[src/rtl/rtcseq_pkg.sv]
`timescale 1ns / 1ps

package rtcseq_pkg;

   // Sequencer phases
   typedef enum logic [4:0] {
      PH_IDLE, PH_W_START, PH_W_START_ACK, PH_W_DEV, PH_W_DEV_ACK, PH_W_REG,
      PH_W_REG_ACK, PH_W_DATA, PH_W_DATA_ACK, PH_STOP, PH_R_START,
      PH_R_START_ACK, PH_R_DEV, PH_R_DEV_ACK, PH_R_REG, PH_R_REG_ACK,
      PH_R_RSTART, PH_R_RSTART_ACK, PH_R_RDEV, PH_R_RDEV_ACK, PH_R_DATA,
      PH_R_DATA_ACK
   } phase_type;

   // Bus master commands
   typedef enum logic [2:0] {
      CMD_NONE      = 3'd0,
      CMD_START     = 3'd1,
      CMD_SEND      = 3'd2,
      CMD_READ_ACK  = 3'd3,
      CMD_READ_NACK = 3'd4,
      CMD_STOP      = 3'd5
   } cmd_type;

   // Request action codes
   localparam logic [1:0] ACT_TICK  = 2'd0;
   localparam logic [1:0] ACT_WRITE = 2'd1;
   localparam logic [1:0] ACT_READ  = 2'd2;

   // Configuration register indexes
   localparam logic REG_ENABLED = 1'b0;
   localparam logic REG_ADDRESS = 1'b1;

   // Bus master status codes
   localparam logic [7:0] ST_BUSY       = 8'h00;
   localparam logic [7:0] ST_START      = 8'h08;
   localparam logic [7:0] ST_RSTART     = 8'h10;
   localparam logic [7:0] ST_ADDR_W_ACK = 8'h18;
   localparam logic [7:0] ST_DATA_ACK   = 8'h28;
   localparam logic [7:0] ST_ADDR_R_ACK = 8'h40;
   localparam logic [7:0] ST_RX_ACK     = 8'h50;
   localparam logic [7:0] ST_RX_NACK    = 8'h58;

   localparam int           NumFields    = 7;
   localparam logic [2:0]   WeekdayIndex = 3'd3;
   localparam logic [2:0]   LastIndex    = 3'd6;
   localparam logic [6:0]   ResetAddress = 7'd104;
   localparam logic [7:0]   MaxValue     = 8'd99;

   typedef logic [7:0] field_array_type [NumFields];

   typedef struct packed {
      logic       enabled;
      logic [6:0] slave_address;
   } cfg_type;

   typedef struct packed {
      logic [1:0] action;
      logic       bus_free;
      logic [7:0] bus_status;
      logic [7:0] rx_byte;
      logic [6:0] new_second;
      logic [6:0] new_minute;
      logic [6:0] new_hour;
      logic [7:0] new_weekday;
      logic [6:0] new_day;
      logic [6:0] new_month;
      logic [6:0] new_year;
   } req_type;

   typedef struct packed {
      logic       accepted;
      cmd_type    command;
      logic [7:0] tx_byte;
   } step_type;

   // Clamp a seven-bit binary value to 99
   function automatic logic [7:0] clamp99(input logic [6:0] v);
      logic [7:0] w;
      begin
         w = {1'b0, v};
         clamp99 = (w > MaxValue) ? MaxValue : w;
      end
   endfunction

   // Binary to BCD; tens by reciprocal multiply, exact below 160
   function automatic logic [7:0] to_bcd(input logic [7:0] v);
      logic [15:0] prod;
      logic [3:0]  tens;
      logic [7:0]  ones;
      begin
         prod = {8'd0, v} * 16'd205;
         tens = prod[14:11];
         ones = v - ({1'b0, tens, 3'b000} + {3'b000, tens, 1'b0});
         to_bcd = {tens, ones[3:0]};
      end
   endfunction

   // BCD to binary; nibbles are not checked
   function automatic logic [7:0] from_bcd(input logic [7:0] b);
      begin
         from_bcd = {1'b0, b[7:4], 3'b000} + {3'b000, b[7:4], 1'b0} + {4'b0000, b[3:0]};
      end
   endfunction

endpackage

[src/rtl/rtcseq_step.sv]
`timescale 1ns / 1ps

module rtcseq_step (
   input  rtcseq_pkg::cfg_type         cfg,
   input  rtcseq_pkg::req_type         req,
   input  rtcseq_pkg::phase_type       phase,
   input  logic [2:0]                  byte_index,
   input  rtcseq_pkg::field_array_type fields,
   input  logic                        ready_flag,
   output rtcseq_pkg::phase_type       phase_in,
   output logic [2:0]                  byte_index_in,
   output rtcseq_pkg::field_array_type fields_in,
   output logic                        ready_flag_in,
   output rtcseq_pkg::step_type        step
);

   logic [7:0] waddr;
   logic [7:0] st;
   logic       st_busy;
   logic       rx_ok;
   logic       is_request;
   logic       is_tick;
   logic       take_request;

   assign waddr   = {cfg.slave_address, 1'b0};
   assign st      = req.bus_status;
   assign st_busy = (st == rtcseq_pkg::ST_BUSY);
   assign rx_ok   = (st == rtcseq_pkg::ST_RX_NACK) || (st == rtcseq_pkg::ST_RX_ACK);

   // Classify the request and check whether a write or read can start
   assign is_request   = (req.action == rtcseq_pkg::ACT_WRITE) ||
                         (req.action == rtcseq_pkg::ACT_READ);
   assign is_tick      = (req.action == rtcseq_pkg::ACT_TICK) && cfg.enabled;
   assign take_request = is_request && cfg.enabled &&
                         (phase == rtcseq_pkg::PH_IDLE) && req.bus_free;

   // Advance on the expected status, hold while busy, drop to idle otherwise
   function automatic rtcseq_pkg::phase_type await_st(
      input logic [7:0] s, input logic [7:0] want,
      input rtcseq_pkg::phase_type cur, input rtcseq_pkg::phase_type nxt);
      begin
         if (s == rtcseq_pkg::ST_BUSY) await_st = cur;
         else if (s == want)           await_st = nxt;
         else                          await_st = rtcseq_pkg::PH_IDLE;
      end
   endfunction

   // Next state for one request
   always_comb begin
      phase_in      = phase;
      byte_index_in = byte_index;
      fields_in     = fields;
      ready_flag_in = ready_flag;

      if (take_request) begin
         byte_index_in = 3'd0;
         if (req.action == rtcseq_pkg::ACT_WRITE) begin
            fields_in[0] = rtcseq_pkg::clamp99(req.new_second);
            fields_in[1] = rtcseq_pkg::clamp99(req.new_minute);
            fields_in[2] = rtcseq_pkg::clamp99(req.new_hour);
            fields_in[3] = req.new_weekday;
            fields_in[4] = rtcseq_pkg::clamp99(req.new_day);
            fields_in[5] = rtcseq_pkg::clamp99(req.new_month);
            fields_in[6] = rtcseq_pkg::clamp99(req.new_year);
            phase_in     = rtcseq_pkg::PH_W_START;
         end else begin
            ready_flag_in = 1'b0;
            phase_in      = rtcseq_pkg::PH_R_START;
         end
      end else if (is_tick) begin
         case (phase)
            rtcseq_pkg::PH_IDLE: begin
               phase_in = rtcseq_pkg::PH_IDLE;
            end
            rtcseq_pkg::PH_W_START: begin
               phase_in = rtcseq_pkg::PH_W_START_ACK;
            end
            rtcseq_pkg::PH_W_START_ACK: begin
               phase_in = await_st(st, rtcseq_pkg::ST_START, phase, rtcseq_pkg::PH_W_DEV);
            end
            rtcseq_pkg::PH_W_DEV: begin
               phase_in = rtcseq_pkg::PH_W_DEV_ACK;
            end
            rtcseq_pkg::PH_W_DEV_ACK: begin
               phase_in = await_st(st, rtcseq_pkg::ST_ADDR_W_ACK, phase, rtcseq_pkg::PH_W_REG);
            end
            rtcseq_pkg::PH_W_REG: begin
               phase_in = rtcseq_pkg::PH_W_REG_ACK;
            end
            rtcseq_pkg::PH_W_REG_ACK: begin
               phase_in = await_st(st, rtcseq_pkg::ST_DATA_ACK, phase, rtcseq_pkg::PH_W_DATA);
            end
            rtcseq_pkg::PH_W_DATA: begin
               phase_in = rtcseq_pkg::PH_W_DATA_ACK;
            end
            rtcseq_pkg::PH_W_DATA_ACK: begin
               if (!st_busy) begin
                  if (st == rtcseq_pkg::ST_DATA_ACK) begin
                     if (byte_index >= rtcseq_pkg::LastIndex) begin
                        phase_in = rtcseq_pkg::PH_STOP;
                     end else begin
                        byte_index_in = byte_index + 3'd1;
                        phase_in      = rtcseq_pkg::PH_W_DATA;
                     end
                  end else begin
                     phase_in = rtcseq_pkg::PH_IDLE;
                  end
               end
            end
            rtcseq_pkg::PH_STOP: begin
               phase_in = rtcseq_pkg::PH_IDLE;
            end
            rtcseq_pkg::PH_R_START: begin
               phase_in = rtcseq_pkg::PH_R_START_ACK;
            end
            rtcseq_pkg::PH_R_START_ACK: begin
               phase_in = await_st(st, rtcseq_pkg::ST_START, phase, rtcseq_pkg::PH_R_DEV);
            end
            rtcseq_pkg::PH_R_DEV: begin
               phase_in = rtcseq_pkg::PH_R_DEV_ACK;
            end
            rtcseq_pkg::PH_R_DEV_ACK: begin
               phase_in = await_st(st, rtcseq_pkg::ST_ADDR_W_ACK, phase, rtcseq_pkg::PH_R_REG);
            end
            rtcseq_pkg::PH_R_REG: begin
               phase_in = rtcseq_pkg::PH_R_REG_ACK;
            end
            rtcseq_pkg::PH_R_REG_ACK: begin
               phase_in = await_st(st, rtcseq_pkg::ST_DATA_ACK, phase, rtcseq_pkg::PH_R_RSTART);
            end
            rtcseq_pkg::PH_R_RSTART: begin
               phase_in = rtcseq_pkg::PH_R_RSTART_ACK;
            end
            rtcseq_pkg::PH_R_RSTART_ACK: begin
               phase_in = await_st(st, rtcseq_pkg::ST_RSTART, phase, rtcseq_pkg::PH_R_RDEV);
            end
            rtcseq_pkg::PH_R_RDEV: begin
               phase_in = rtcseq_pkg::PH_R_RDEV_ACK;
            end
            rtcseq_pkg::PH_R_RDEV_ACK: begin
               phase_in = await_st(st, rtcseq_pkg::ST_ADDR_R_ACK, phase, rtcseq_pkg::PH_R_DATA);
            end
            rtcseq_pkg::PH_R_DATA: begin
               phase_in = rtcseq_pkg::PH_R_DATA_ACK;
            end
            rtcseq_pkg::PH_R_DATA_ACK: begin
               if (!st_busy) begin
                  if (rx_ok) begin
                     if (byte_index <= rtcseq_pkg::LastIndex) begin
                        if (byte_index == rtcseq_pkg::WeekdayIndex)
                           fields_in[byte_index] = req.rx_byte;
                        else
                           fields_in[byte_index] = rtcseq_pkg::from_bcd(req.rx_byte);
                     end
                     if (byte_index < rtcseq_pkg::LastIndex) begin
                        byte_index_in = byte_index + 3'd1;
                        phase_in      = rtcseq_pkg::PH_R_DATA;
                     end else begin
                        phase_in      = rtcseq_pkg::PH_STOP;
                        ready_flag_in = 1'b1;
                     end
                  end else begin
                     phase_in = rtcseq_pkg::PH_IDLE;
                  end
               end
            end
            default: begin
               phase_in = rtcseq_pkg::PH_IDLE;
            end
         endcase
      end
   end

   // Bus command, byte to send and request acknowledge
   always_comb begin
      step          = '0;
      step.command  = rtcseq_pkg::CMD_NONE;
      step.accepted = take_request;

      if (is_tick) begin
         case (phase)
            rtcseq_pkg::PH_W_START, rtcseq_pkg::PH_R_START,
            rtcseq_pkg::PH_R_RSTART: begin
               step.command = rtcseq_pkg::CMD_START;
            end
            rtcseq_pkg::PH_W_DEV, rtcseq_pkg::PH_R_DEV: begin
               step.command = rtcseq_pkg::CMD_SEND;
               step.tx_byte = waddr;
            end
            rtcseq_pkg::PH_W_REG, rtcseq_pkg::PH_R_REG: begin
               step.command = rtcseq_pkg::CMD_SEND;
            end
            rtcseq_pkg::PH_W_DATA: begin
               step.command = rtcseq_pkg::CMD_SEND;
               if (byte_index <= rtcseq_pkg::LastIndex) begin
                  if (byte_index == rtcseq_pkg::WeekdayIndex)
                     step.tx_byte = fields[byte_index];
                  else
                     step.tx_byte = rtcseq_pkg::to_bcd(fields[byte_index]);
               end
            end
            rtcseq_pkg::PH_STOP: begin
               step.command = rtcseq_pkg::CMD_STOP;
            end
            rtcseq_pkg::PH_R_RDEV: begin
               step.command = rtcseq_pkg::CMD_SEND;
               step.tx_byte = waddr | 8'h01;
            end
            rtcseq_pkg::PH_R_DATA: begin
               step.command = (byte_index < rtcseq_pkg::LastIndex) ?
                              rtcseq_pkg::CMD_READ_ACK : rtcseq_pkg::CMD_READ_NACK;
            end
            default: begin
               step.command = rtcseq_pkg::CMD_NONE;
            end
         endcase
      end
   end

endmodule

[src/rtl/rtc_i2c_datetime_sequencer_unit.sv]
`timescale 1ns / 1ps

// Channel   Handshake              Payload
// req       req_tvalid/req_tready  req_tuser action, req_tdata bus status, rx, time
// rsp       rsp_tvalid/rsp_tready  rsp_tdata one result per request
// csr       csr_valid/csr_ready    csr_index, csr_data register write
//
// One request per clock while req_tready is high; its result is registered.
// All work is one pass of the phase logic between the state and result registers.
// A two-slot output (result register plus skid register) absorbs rsp stalls;
// req_tready drops only while the skid slot is full.
// Reset is synchronous and clears state, configuration and valid flags.

module rtc_i2c_datetime_sequencer_unit (
   input  logic        clock,
   input  logic        reset,
   input  logic        req_tvalid,
   output logic        req_tready,
   // action[1:0]
   input  logic [1:0]  req_tuser,
   // bus_free[0], bus_status[8:1], rx_byte[16:9], new_second[23:17],
   // new_minute[30:24], new_hour[37:31], new_weekday[45:38], new_day[52:46],
   // new_month[59:53], new_year[66:60], zero[71:67]
   input  logic [71:0] req_tdata,
   output logic        rsp_tvalid,
   input  logic        rsp_tready,
   // accepted[0], command[3:1], tx_byte[11:4], data_ready[12], busy_res[13],
   // got_second[21:14], got_minute[29:22], got_hour[37:30], got_weekday[45:38],
   // got_day[53:46], got_month[61:54], got_year[69:62], zero[71:70]
   output logic [71:0] rsp_tdata,
   input  logic        csr_valid,
   output logic        csr_ready,
   input  logic        csr_index,
   input  logic [6:0]  csr_data
);

   rtcseq_pkg::cfg_type         cfg_ff;
   rtcseq_pkg::phase_type       phase_ff, phase_in;
   logic [2:0]                  byte_index_ff, byte_index_in;
   rtcseq_pkg::field_array_type fields_ff, fields_in;
   logic                        ready_flag_ff, ready_flag_in;
   rtcseq_pkg::req_type         req;
   rtcseq_pkg::step_type        step;
   logic [71:0]                 result;
   logic [71:0]                 rsp_data_ff, skid_data_ff;
   logic                        rsp_valid_ff, skid_valid_ff;
   logic                        req_fire, slot_free;

   // Unpack request
   assign req.action      = req_tuser;
   assign req.bus_free    = req_tdata[0];
   assign req.bus_status  = req_tdata[8:1];
   assign req.rx_byte     = req_tdata[16:9];
   assign req.new_second  = req_tdata[23:17];
   assign req.new_minute  = req_tdata[30:24];
   assign req.new_hour    = req_tdata[37:31];
   assign req.new_weekday = req_tdata[45:38];
   assign req.new_day     = req_tdata[52:46];
   assign req.new_month   = req_tdata[59:53];
   assign req.new_year    = req_tdata[66:60];

   assign req_tready = !skid_valid_ff;
   assign req_fire   = req_tvalid && req_tready;
   assign slot_free  = !rsp_valid_ff || rsp_tready;
   assign csr_ready  = 1'b1;

   rtcseq_step u_step (
      .cfg           (cfg_ff),
      .req           (req),
      .phase         (phase_ff),
      .byte_index    (byte_index_ff),
      .fields        (fields_ff),
      .ready_flag    (ready_flag_ff),
      .phase_in      (phase_in),
      .byte_index_in (byte_index_in),
      .fields_in     (fields_in),
      .ready_flag_in (ready_flag_in),
      .step          (step)
   );

   // Pack result from the post-step state
   assign result = {2'b00, fields_in[6], fields_in[5], fields_in[4], fields_in[3],
                    fields_in[2], fields_in[1], fields_in[0],
                    (phase_in != rtcseq_pkg::PH_IDLE), ready_flag_in,
                    step.tx_byte, step.command, step.accepted};

   // Configuration writes
   always_ff @(posedge clock) begin
      if (reset) begin
         cfg_ff.enabled       <= 1'b0;
         cfg_ff.slave_address <= rtcseq_pkg::ResetAddress;
      end else if (csr_valid && csr_ready) begin
         case (csr_index)
            rtcseq_pkg::REG_ENABLED: cfg_ff.enabled       <= csr_data[0];
            rtcseq_pkg::REG_ADDRESS: cfg_ff.slave_address <= csr_data;
            default:                 cfg_ff               <= cfg_ff;
         endcase
      end
   end

   // Sequencer state
   always_ff @(posedge clock) begin
      if (reset) begin
         phase_ff      <= rtcseq_pkg::PH_IDLE;
         byte_index_ff <= 3'd0;
         ready_flag_ff <= 1'b0;
         for (int i = 0; i < rtcseq_pkg::NumFields; i++) fields_ff[i] <= 8'd0;
      end else if (req_fire) begin
         phase_ff      <= phase_in;
         byte_index_ff <= byte_index_in;
         ready_flag_ff <= ready_flag_in;
         fields_ff     <= fields_in;
      end
   end

   // Output slot and skid slot valid flags
   always_ff @(posedge clock) begin
      if (reset) begin
         rsp_valid_ff  <= 1'b0;
         skid_valid_ff <= 1'b0;
      end else if (slot_free) begin
         rsp_valid_ff  <= skid_valid_ff || req_fire;
         skid_valid_ff <= 1'b0;
      end else if (req_fire) begin
         skid_valid_ff <= 1'b1;
      end
   end

   // Output and skid payloads
   always_ff @(posedge clock) begin
      if (slot_free) begin
         if (skid_valid_ff) rsp_data_ff <= skid_data_ff;
         else if (req_fire) rsp_data_ff <= result;
      end else if (req_fire) begin
         skid_data_ff <= result;
      end
   end

   assign rsp_tvalid = rsp_valid_ff;
   assign rsp_tdata  = rsp_data_ff;

   // A filled skid slot always sits behind a filled output slot
   a_skid_behind_out: assert property (@(posedge clock) disable iff (reset)
      skid_valid_ff |-> rsp_valid_ff)
      else $error("skid slot valid while output slot empty");

   // After every accepted request the output slot holds a valid result in the next cycle
   a_result_follows: assert property (@(posedge clock) disable iff (reset)
      req_fire |=> rsp_valid_ff)
      else $error("accepted request produced no result");

   // A taken request leaves the sequencer busy
   a_accept_busy: assert property (@(posedge clock) disable iff (reset)
      (rsp_valid_ff && rsp_data_ff[0]) |-> rsp_data_ff[13])
      else $error("request taken but sequencer reports idle");

   // A stall with a full skid slot holds the output
   a_hold_when_full: assert property (@(posedge clock) disable iff (reset)
      (skid_valid_ff && !rsp_tready) |=> (rsp_valid_ff && skid_valid_ff))
      else $error("stalled output lost a result");

endmodule

[config.mk]
export PLATFORM = sky130hd
export DESIGN_NAME = rtc_i2c_datetime_sequencer_unit
export DESIGN_NICKNAME = d
export VERILOG_FILES = /design/src/rtl/rtcseq_pkg.sv /design/src/rtl/rtcseq_step.sv /design/src/rtl/rtc_i2c_datetime_sequencer_unit.sv
export SDC_FILE = /design/constraint.sdc
export NUM_CORES = 1
export LEC_CHECK = 0
export ABC_CLOCK_PERIOD_IN_PS = 14700
export BUFFER_PORTS_ARGS = -buffer_cell sky130_fd_sc_hd__clkbuf_2
export CAP_MARGIN = 20
export CORE_ASPECT_RATIO = 1.75
export CORE_MARGIN = 3
export CORE_UTILIZATION = 60
export CTS_CLUSTER_SIZE = 10
export DETAILED_ROUTE_END_ITERATION = 8
export PLACE_DENSITY = 0.9
export SLEW_MARGIN = 5
export SYNTH_ARGS = -nofsm -noshare
export SYNTH_HDL_FRONTEND = slang
export SYNTH_SLANG_ARGS = --single-unit
[constraint.sdc]
create_clock -name clock -period 14.7 [get_ports clock]
set_input_delay 2.94 -clock clock [delete_from_list [all_inputs] [get_ports clock]]
set_output_delay 2.94 -clock clock [all_outputs]
set_load 0.01 [all_outputs]
==> flow_summary.ini, run 1 <==
[finish]
final_nets = 1534
diodes = 0
final-seq-area_mm2 = 0.00571
area_growth_pct = 13.2
fill_cells = 1463
drive_gt1_share_pct = 20.2
multi_input_area_mm2 = 0.00597

[timing]
finalClockSkew_ns = 0.00818
slew_violations = 0
hold_viol = 0
rsz0062_at_grt = no
relSlewSlack_pct = 27.6
setup_tns_ns = 0
min_period_ns = 7.57
fmax_mhz = 132
tightest_slew_ns = 1.08
setup_slack_ns = 7.13
post-route-period-util_pct = 51.5
setup_viol = 0

[yosys]
synth_edf_count = 140
synth_area_leaders = edfxtp_1 (35%), dfxtp_1 (12%), nand2_1 (5.9%)
synth_common_cells = nand2_1 (192), nor2_1 (146), edfxtp_1 (140), a21oi_1 (91), dfxtp_1 (75)
synth.most_common_cell = nand2_1
synth_area_per_cell_um2 = 9.66
synth_cell_types = 76
ys_ff_latch = 215
synth_top_cell_by_area = edfxtp_1
synthFlopType = edfxtp_1
synthCells = 1260
synth_area_mm2 = 0.0122
post-synth-top-area-fraction_pct = 34.5
yosysSeqAreaShare_pct = 46.9
synth_warnings = 0
async_reset_ff_share_pct = 0

[placement]
post-place-ws_ns = 7.29
dp_hpwl_um = 26400
io_buffers = 153
gp_congestion = 0.987

[grt]
grt_max_degree = 76
antenna_found_initial = 0
gr-total-overflow = 0
track_usage_pct = 32.5
grt_pass1_vias = 10900
grt_pass1_wl_um = 56800

[power]
p_int_mw = 1.05
p_comb_share_pct = 12.1
switching_share_pct = 25.2
p_seq_share_pct = 48.4
switchingPower_mw = 0.355
ir_drop_mv = 0.112
clock_power_share_pct = 39.5
power.leakage_nw = 5.52
power_density_mw_per_mm2 = 102

[drt]
via_per_inst = 6.62
wl_per_cell_um = 22.4
routed_wirelength_um = 36900
drt_iter0_markers = 1277
vias = 10900
drtPass1Iterations = 6
ant_nets = 0
route.detailed.drc = 0

[flow_run]
max_cap_violations = 0

[clocking]
holdBufCountCts = 0
clk_pin_slew_ns = 0.06
cts_made_buffers = 25
cts_tree = built
cts_setup_buffers = 0
clk_path_buf_depth = 3
clock_sinks = 215
cts_root_buf = clkbuf_16
htreeDepth = 1
cts_resized = 0
worstSkewPairLatency_ns = 0.51

[worst_setup_path]
critPathLaunchType = register
critical_path_class = register to register
worst-path-max-fanout = 24
reg2regPathDepth = 24
end_kind = register
cp.arrival_ns = 7.92
crit_required_ns = 15.04

[floorplanning]
start_util_pct = 61.4
die-width_um = 114
core_area_mm2 = 0.0198
pin_count = 162
chipHeight_um = 194
fp-row-count = 68
die_area_mm2 = 0.0221

[hold_path]
hold_path_class = register to register
hold_depth = 2

[outcome]
status = completed
path summary, 6_finish.rpt:
kind | start | to | slack [ns]
min | cfg_ff[0]$_SDFFE_PP0P_ | cfg_ff[0]$_SDFFE_PP0P_ | 0.47
max reg2reg | byte_index_ff[0]$_SDFFE_PP0P_ | rsp_tdata[7]$_DFFE_PP_ | 7.13
max | byte_index_ff[0]$_SDFFE_PP0P_ | rsp_tdata[7]$_DFFE_PP_ | 7.13
min reg2reg | cfg_ff[0]$_SDFFE_PP0P_ | cfg_ff[0]$_SDFFE_PP0P_ | 0.47
sequential cells by signal, indices dropped and copies added (netlist names):
name	cells
cfg_ff	8
byte_index_ff	3
rsp_tvalid	1
ready_flag_ff	1
phase_ff	5
fields_ff	56
skid_data_ff	70
skid_valid_ff	1
rsp_tdata	70
power by group through the flow:
stage / logic (mW) / registers (mW) / clock network (mW)
3_5_place_dp: 0.166 / 0.692 / 0
6_report: 0.171 / 0.680 / 0.555
3_3_place_gp: 0.161 / 0.691 / 0
2_1_floorplan: 0.0950 / 0.698 / 0
4_1_cts: 0.167 / 0.680 / 0.553
5_1_grt: 0.183 / 0.682 / 0.578
per-stage QoR:
stage               instances  hold WS [ns]  power (mW)  instance area, um2  utilization, %
floorplan                1261         0.436       0.793               12200               -
global placement         1599         0.442       0.852               13100            65.9
detailed placement       1599         0.455       0.858               13100            65.9
CTS                      1644         0.463        1.40               13800            69.5
global route             1644         0.478        1.44               13800            69.5
finish                   1644         0.468        1.41               13800            69.5
logic make-up after synthesis:
kind of cell	count (synthesis)	share of synthesized area, %
AOI/OAI and AO/OA	288	16.1
buffers and inverters	126	4.24
adders and majority gates	66	7.52
muxes	75	6.82
other	2	0.0617
and+or+nand+nor	473	17.3
xor gates and xnor gates	15	1.08
DFF	215	46.9
final cells by class:
class,count,area share [%]
clock buffer,44,5.13
multi-input combinational,920,43.3
timing repair buffer,172,6.59
inverter,47,1.28
sequential,215,41.4
tap,245,2.22
clock inverter,1,0.0363
critical path, cell delays in order, from the launching register on:
cell and delay (ns):
dfxtp_1 0.85, inv_1 0.43, nor2_1 0.20, a21oi_1 0.08, o21ai_0 0.80, ha_1 0.36
inv_1 0.08, fa_1 0.53, inv_1 0.06, fa_1 0.43, ha_1 0.29, ha_1 0.33
nand4_1 0.23, a21oi_1 0.09, nor3_1 0.37, o31ai_1 0.19, xor2_1 0.21, ha_1 0.31
or3b_2 0.48, a21o_1 0.17, o2111ai_1 0.13, nor4_1 0.09, nor2_1 0.13, mux2_2 0.36
a31oi_1 0.19
metal layers:
metal	global-route usage [%]	vias to the layer above	part of all wire [%]
li1	-	4830	-
met1	35.5	5062	33
met2	55.3	757	50
met3	5.14	234	8.3
met4	25.3	0	9.2
met5	0	-	0
cell usage in the layout (no fill, tap or decap), types with 7 or more instances in the layout:
cell         n
xnor2_1     12
dfxtp_1     75
o21ai_0     37
ha_1        54
inv_1       44
buf_4       19
nand2_1    191
a31oi_1     12
a221o_1     12
edfxtp_1   140
nand2b_1    10
a211oi_1     9
o221a_2     12
and3_1       7
nand3_1     32
clkbuf_16   25
nor2b_1      9
nor3_1      34
o21a_1       8
nor2_1     145
o32ai_1      8
mux2i_1     23
fa_1        12
o221ai_1     8
clkbuf_2   153
o22ai_1     15
o31ai_1     21
clkbuf_1    18
a21oi_1     91
mux2_2      50
Power figures use the tool's default switching activity.
==> run 2: changes to the inputs <==
ABC_CLOCK_PERIOD_IN_PS = 6900   (was 14700)
CORE_UTILIZATION = 53   (was 60)
PLACE_DENSITY = 0.84   (was 0.9)
clock period = 6.9 ns   (was 14.7 ns; I/O delays follow)
==> run 2 against run 1 <==
Critical path depth rose by 2. Register-to-register slack got worse by 6.7 ns. Core utilization fell by 6.5 points. Maximum frequency rose by 16%. Count of clock-buffer cells in the layout did not move. Critical path type unchanged. Largest cell class unchanged. First-iteration DRC count fell by 13%. Power rose by 110%. Clock power rose by 110%. Clock skew rose by 0.0076 ns.
==> flow_summary.ini, run 2 (synthesis gave the netlist of run 1 again) <==
[worst_setup_path]
timing.rr.start = byte_index_ff[1]$_SDFFE_PP0P_
r2r-end = skid_data_ff[7]$_DFFE_PP_
reg2reg_slack_ns = 0.39
reg2regPathDepth = 26
critPathLaunchType = register
slowest_delay_ns = 0.53
critical_path_class = register to register
cp_slowest_cell = fa_1
crit_required_ns = 7.26
worst-path-max-fanout = 14
crit_path_frequent_cell = ha_1
cp.arrival_ns = 6.88
end_kind = register

[timing]
fmax_mhz = 154
setup_tns_ns = 0
slew_violations = 0
relSlewSlack_pct = 31.0
hold_viol = 0
tightest_slew_ns = 1.03
setup_viol = 0
post-route-period-util_pct = 94.4
min_period_ns = 6.51
rsz0062_at_grt = no
finalClockSkew_ns = 0.0158

[finish]
multi_input_area_mm2 = 0.00597
layoutNonFillerInstCount = 1722
area_growth_pct = 15.7
final-seq-area_mm2 = 0.00571
layout_commonest_cell = nand2_1
layout_common_cells = nand2_1 (191), clkbuf_2 (153), nor2_1 (145)
final_nets = 1562
fill_cells = 1908
diodes = 0
final_util_pct = 63.0
drive_gt1_share_pct = 21.9

[floorplanning]
start_util_pct = 54.5
core_area_mm2 = 0.0223
fp-row-count = 72
die_area_mm2 = 0.0249
die-width_um = 121
chipHeight_um = 206
pin_count = 162

[drt]
vias = 10600
drt_iter0_markers = 1117
via_per_inst = 6.16
route.detailed.drc = 0
ant_nets = 0
wl_per_cell_um = 21.5
routed_wirelength_um = 37000
drtPass1Iterations = 6

[clocking]
cts_made_buffers = 25
worstSkewPairLatency_ns = 0.53
holdBufCountCts = 0
htreeDepth = 1
cts_root_buf = clkbuf_16
cts_tree = built
clk_path_buf_depth = 3
clk_pin_slew_ns = 0.06
clock_sinks = 215

[grt]
antenna_found_initial = 0
grt-busiest-layer = met2
use_met2_pct = 53.8
grtUsageMet1_pct = 32.5
use_met3_pct = 3.12
grt_max_degree = 76
track_usage_pct = 29.4
gr-total-overflow = 0
grt_pass1_vias = 10500
grt_pass1_wl_um = 57000

[hold_path]
hold_depth = 2
hold_path_class = register to register
min_to = ready_flag_ff$_SDFFE_PP0P_
min_from = ready_flag_ff$_SDFFE_PP0P_

[placement]
io_buffers = 153
dp_hpwl_um = 26700
dp_cells = 1678
gp_congestion = 0.985

[outcome]
status = completed

[flow_run]
max_cap_violations = 0

[power]
power.leakage_nw = 5.66
ir_drop_mv = 0.199
power_density_mw_per_mm2 = 214
total_power_mw = 3.01
run 2: timing repair:
item / CTS / global route
setup endpoints to repair: 0 / 2
buffers inserted: 0 / 0
resized for setup: 0 / 3
run 2: worst max-delay path by stage:
stage	startpoint	to	slack (ns)
3_3_place_gp	byte_index_ff[1]$_SDFFE_PP0P_	rsp_tdata[7]$_DFFE_PP_	0.48
2_1_floorplan	byte_index_ff[2]$_SDFFE_PP0P_	rsp_tdata[7]$_DFFE_PP_	0.59
6_report	byte_index_ff[1]$_SDFFE_PP0P_	skid_data_ff[7]$_DFFE_PP_	0.39
5_1_grt	byte_index_ff[1]$_SDFFE_PP0P_	skid_data_ff[7]$_DFFE_PP_	0.05
3_5_place_dp	byte_index_ff[1]$_SDFFE_PP0P_	skid_data_ff[7]$_DFFE_PP_	0.38
4_1_cts	byte_index_ff[1]$_SDFFE_PP0P_	skid_data_ff[7]$_DFFE_PP_	0.30
run 2: metal layers:
| layer | vias to the layer above | share of wire, % |
|---|---|---|
| met3 | 128 | 6.8 |
| met2 | 547 | 53 |
| met4 | 0 | 6.6 |
| met1 | 5044 | 34 |
| met5 | - | 0 |
| li1 | 4891 | - |
run 2: cell type report:
| cell class | count | area share, % |
|---|---|---|
| Multi-Input combinational cell | 920 | 42.4 |
| Sequential cell | 215 | 40.6 |
| Timing Repair Buffer | 200 | 8.03 |
| Clock buffer | 44 | 5.10 |
| Tap cell | 296 | 2.63 |
| Inverter | 47 | 1.25 |
run 2: power by group:
part | total, mW | internal [mW] | switching (mW)
Sequential | 1.45 | 1.43 | 0.0217
Combinational | 0.370 | 0.135 | 0.235
Clock | 1.19 | 0.696 | 0.498
Total | 3.01 | 2.26 | 0.755
run 2: worst max-delay path: cells and delay by family, from the launching register on:
family                     cells  cell delay, ns
AOI/OAI and AO/OA              6            1.20
DFF                            1            0.44
buffers and inverters          6            0.82
xor gates and xnor gates       2            0.31
and+or+nand+nor                5            0.95
adders and majority gates      6            2.26
muxes                          1            0.35
run 2: through the flow:
step | hold slack (ns) | cell area (um2) | worst slack, ns
6_report | 0.454 | 14100 | 0.386
5_1_grt | 0.484 | 14100 | 0.0462
4_1_cts | 0.456 | 14100 | 0.303
3_5_place_dp | 0.447 | 13400 | 0.385
3_3_place_gp | 0.441 | 13400 | 0.477
2_1_floorplan | 0.436 | 12200 | 0.586
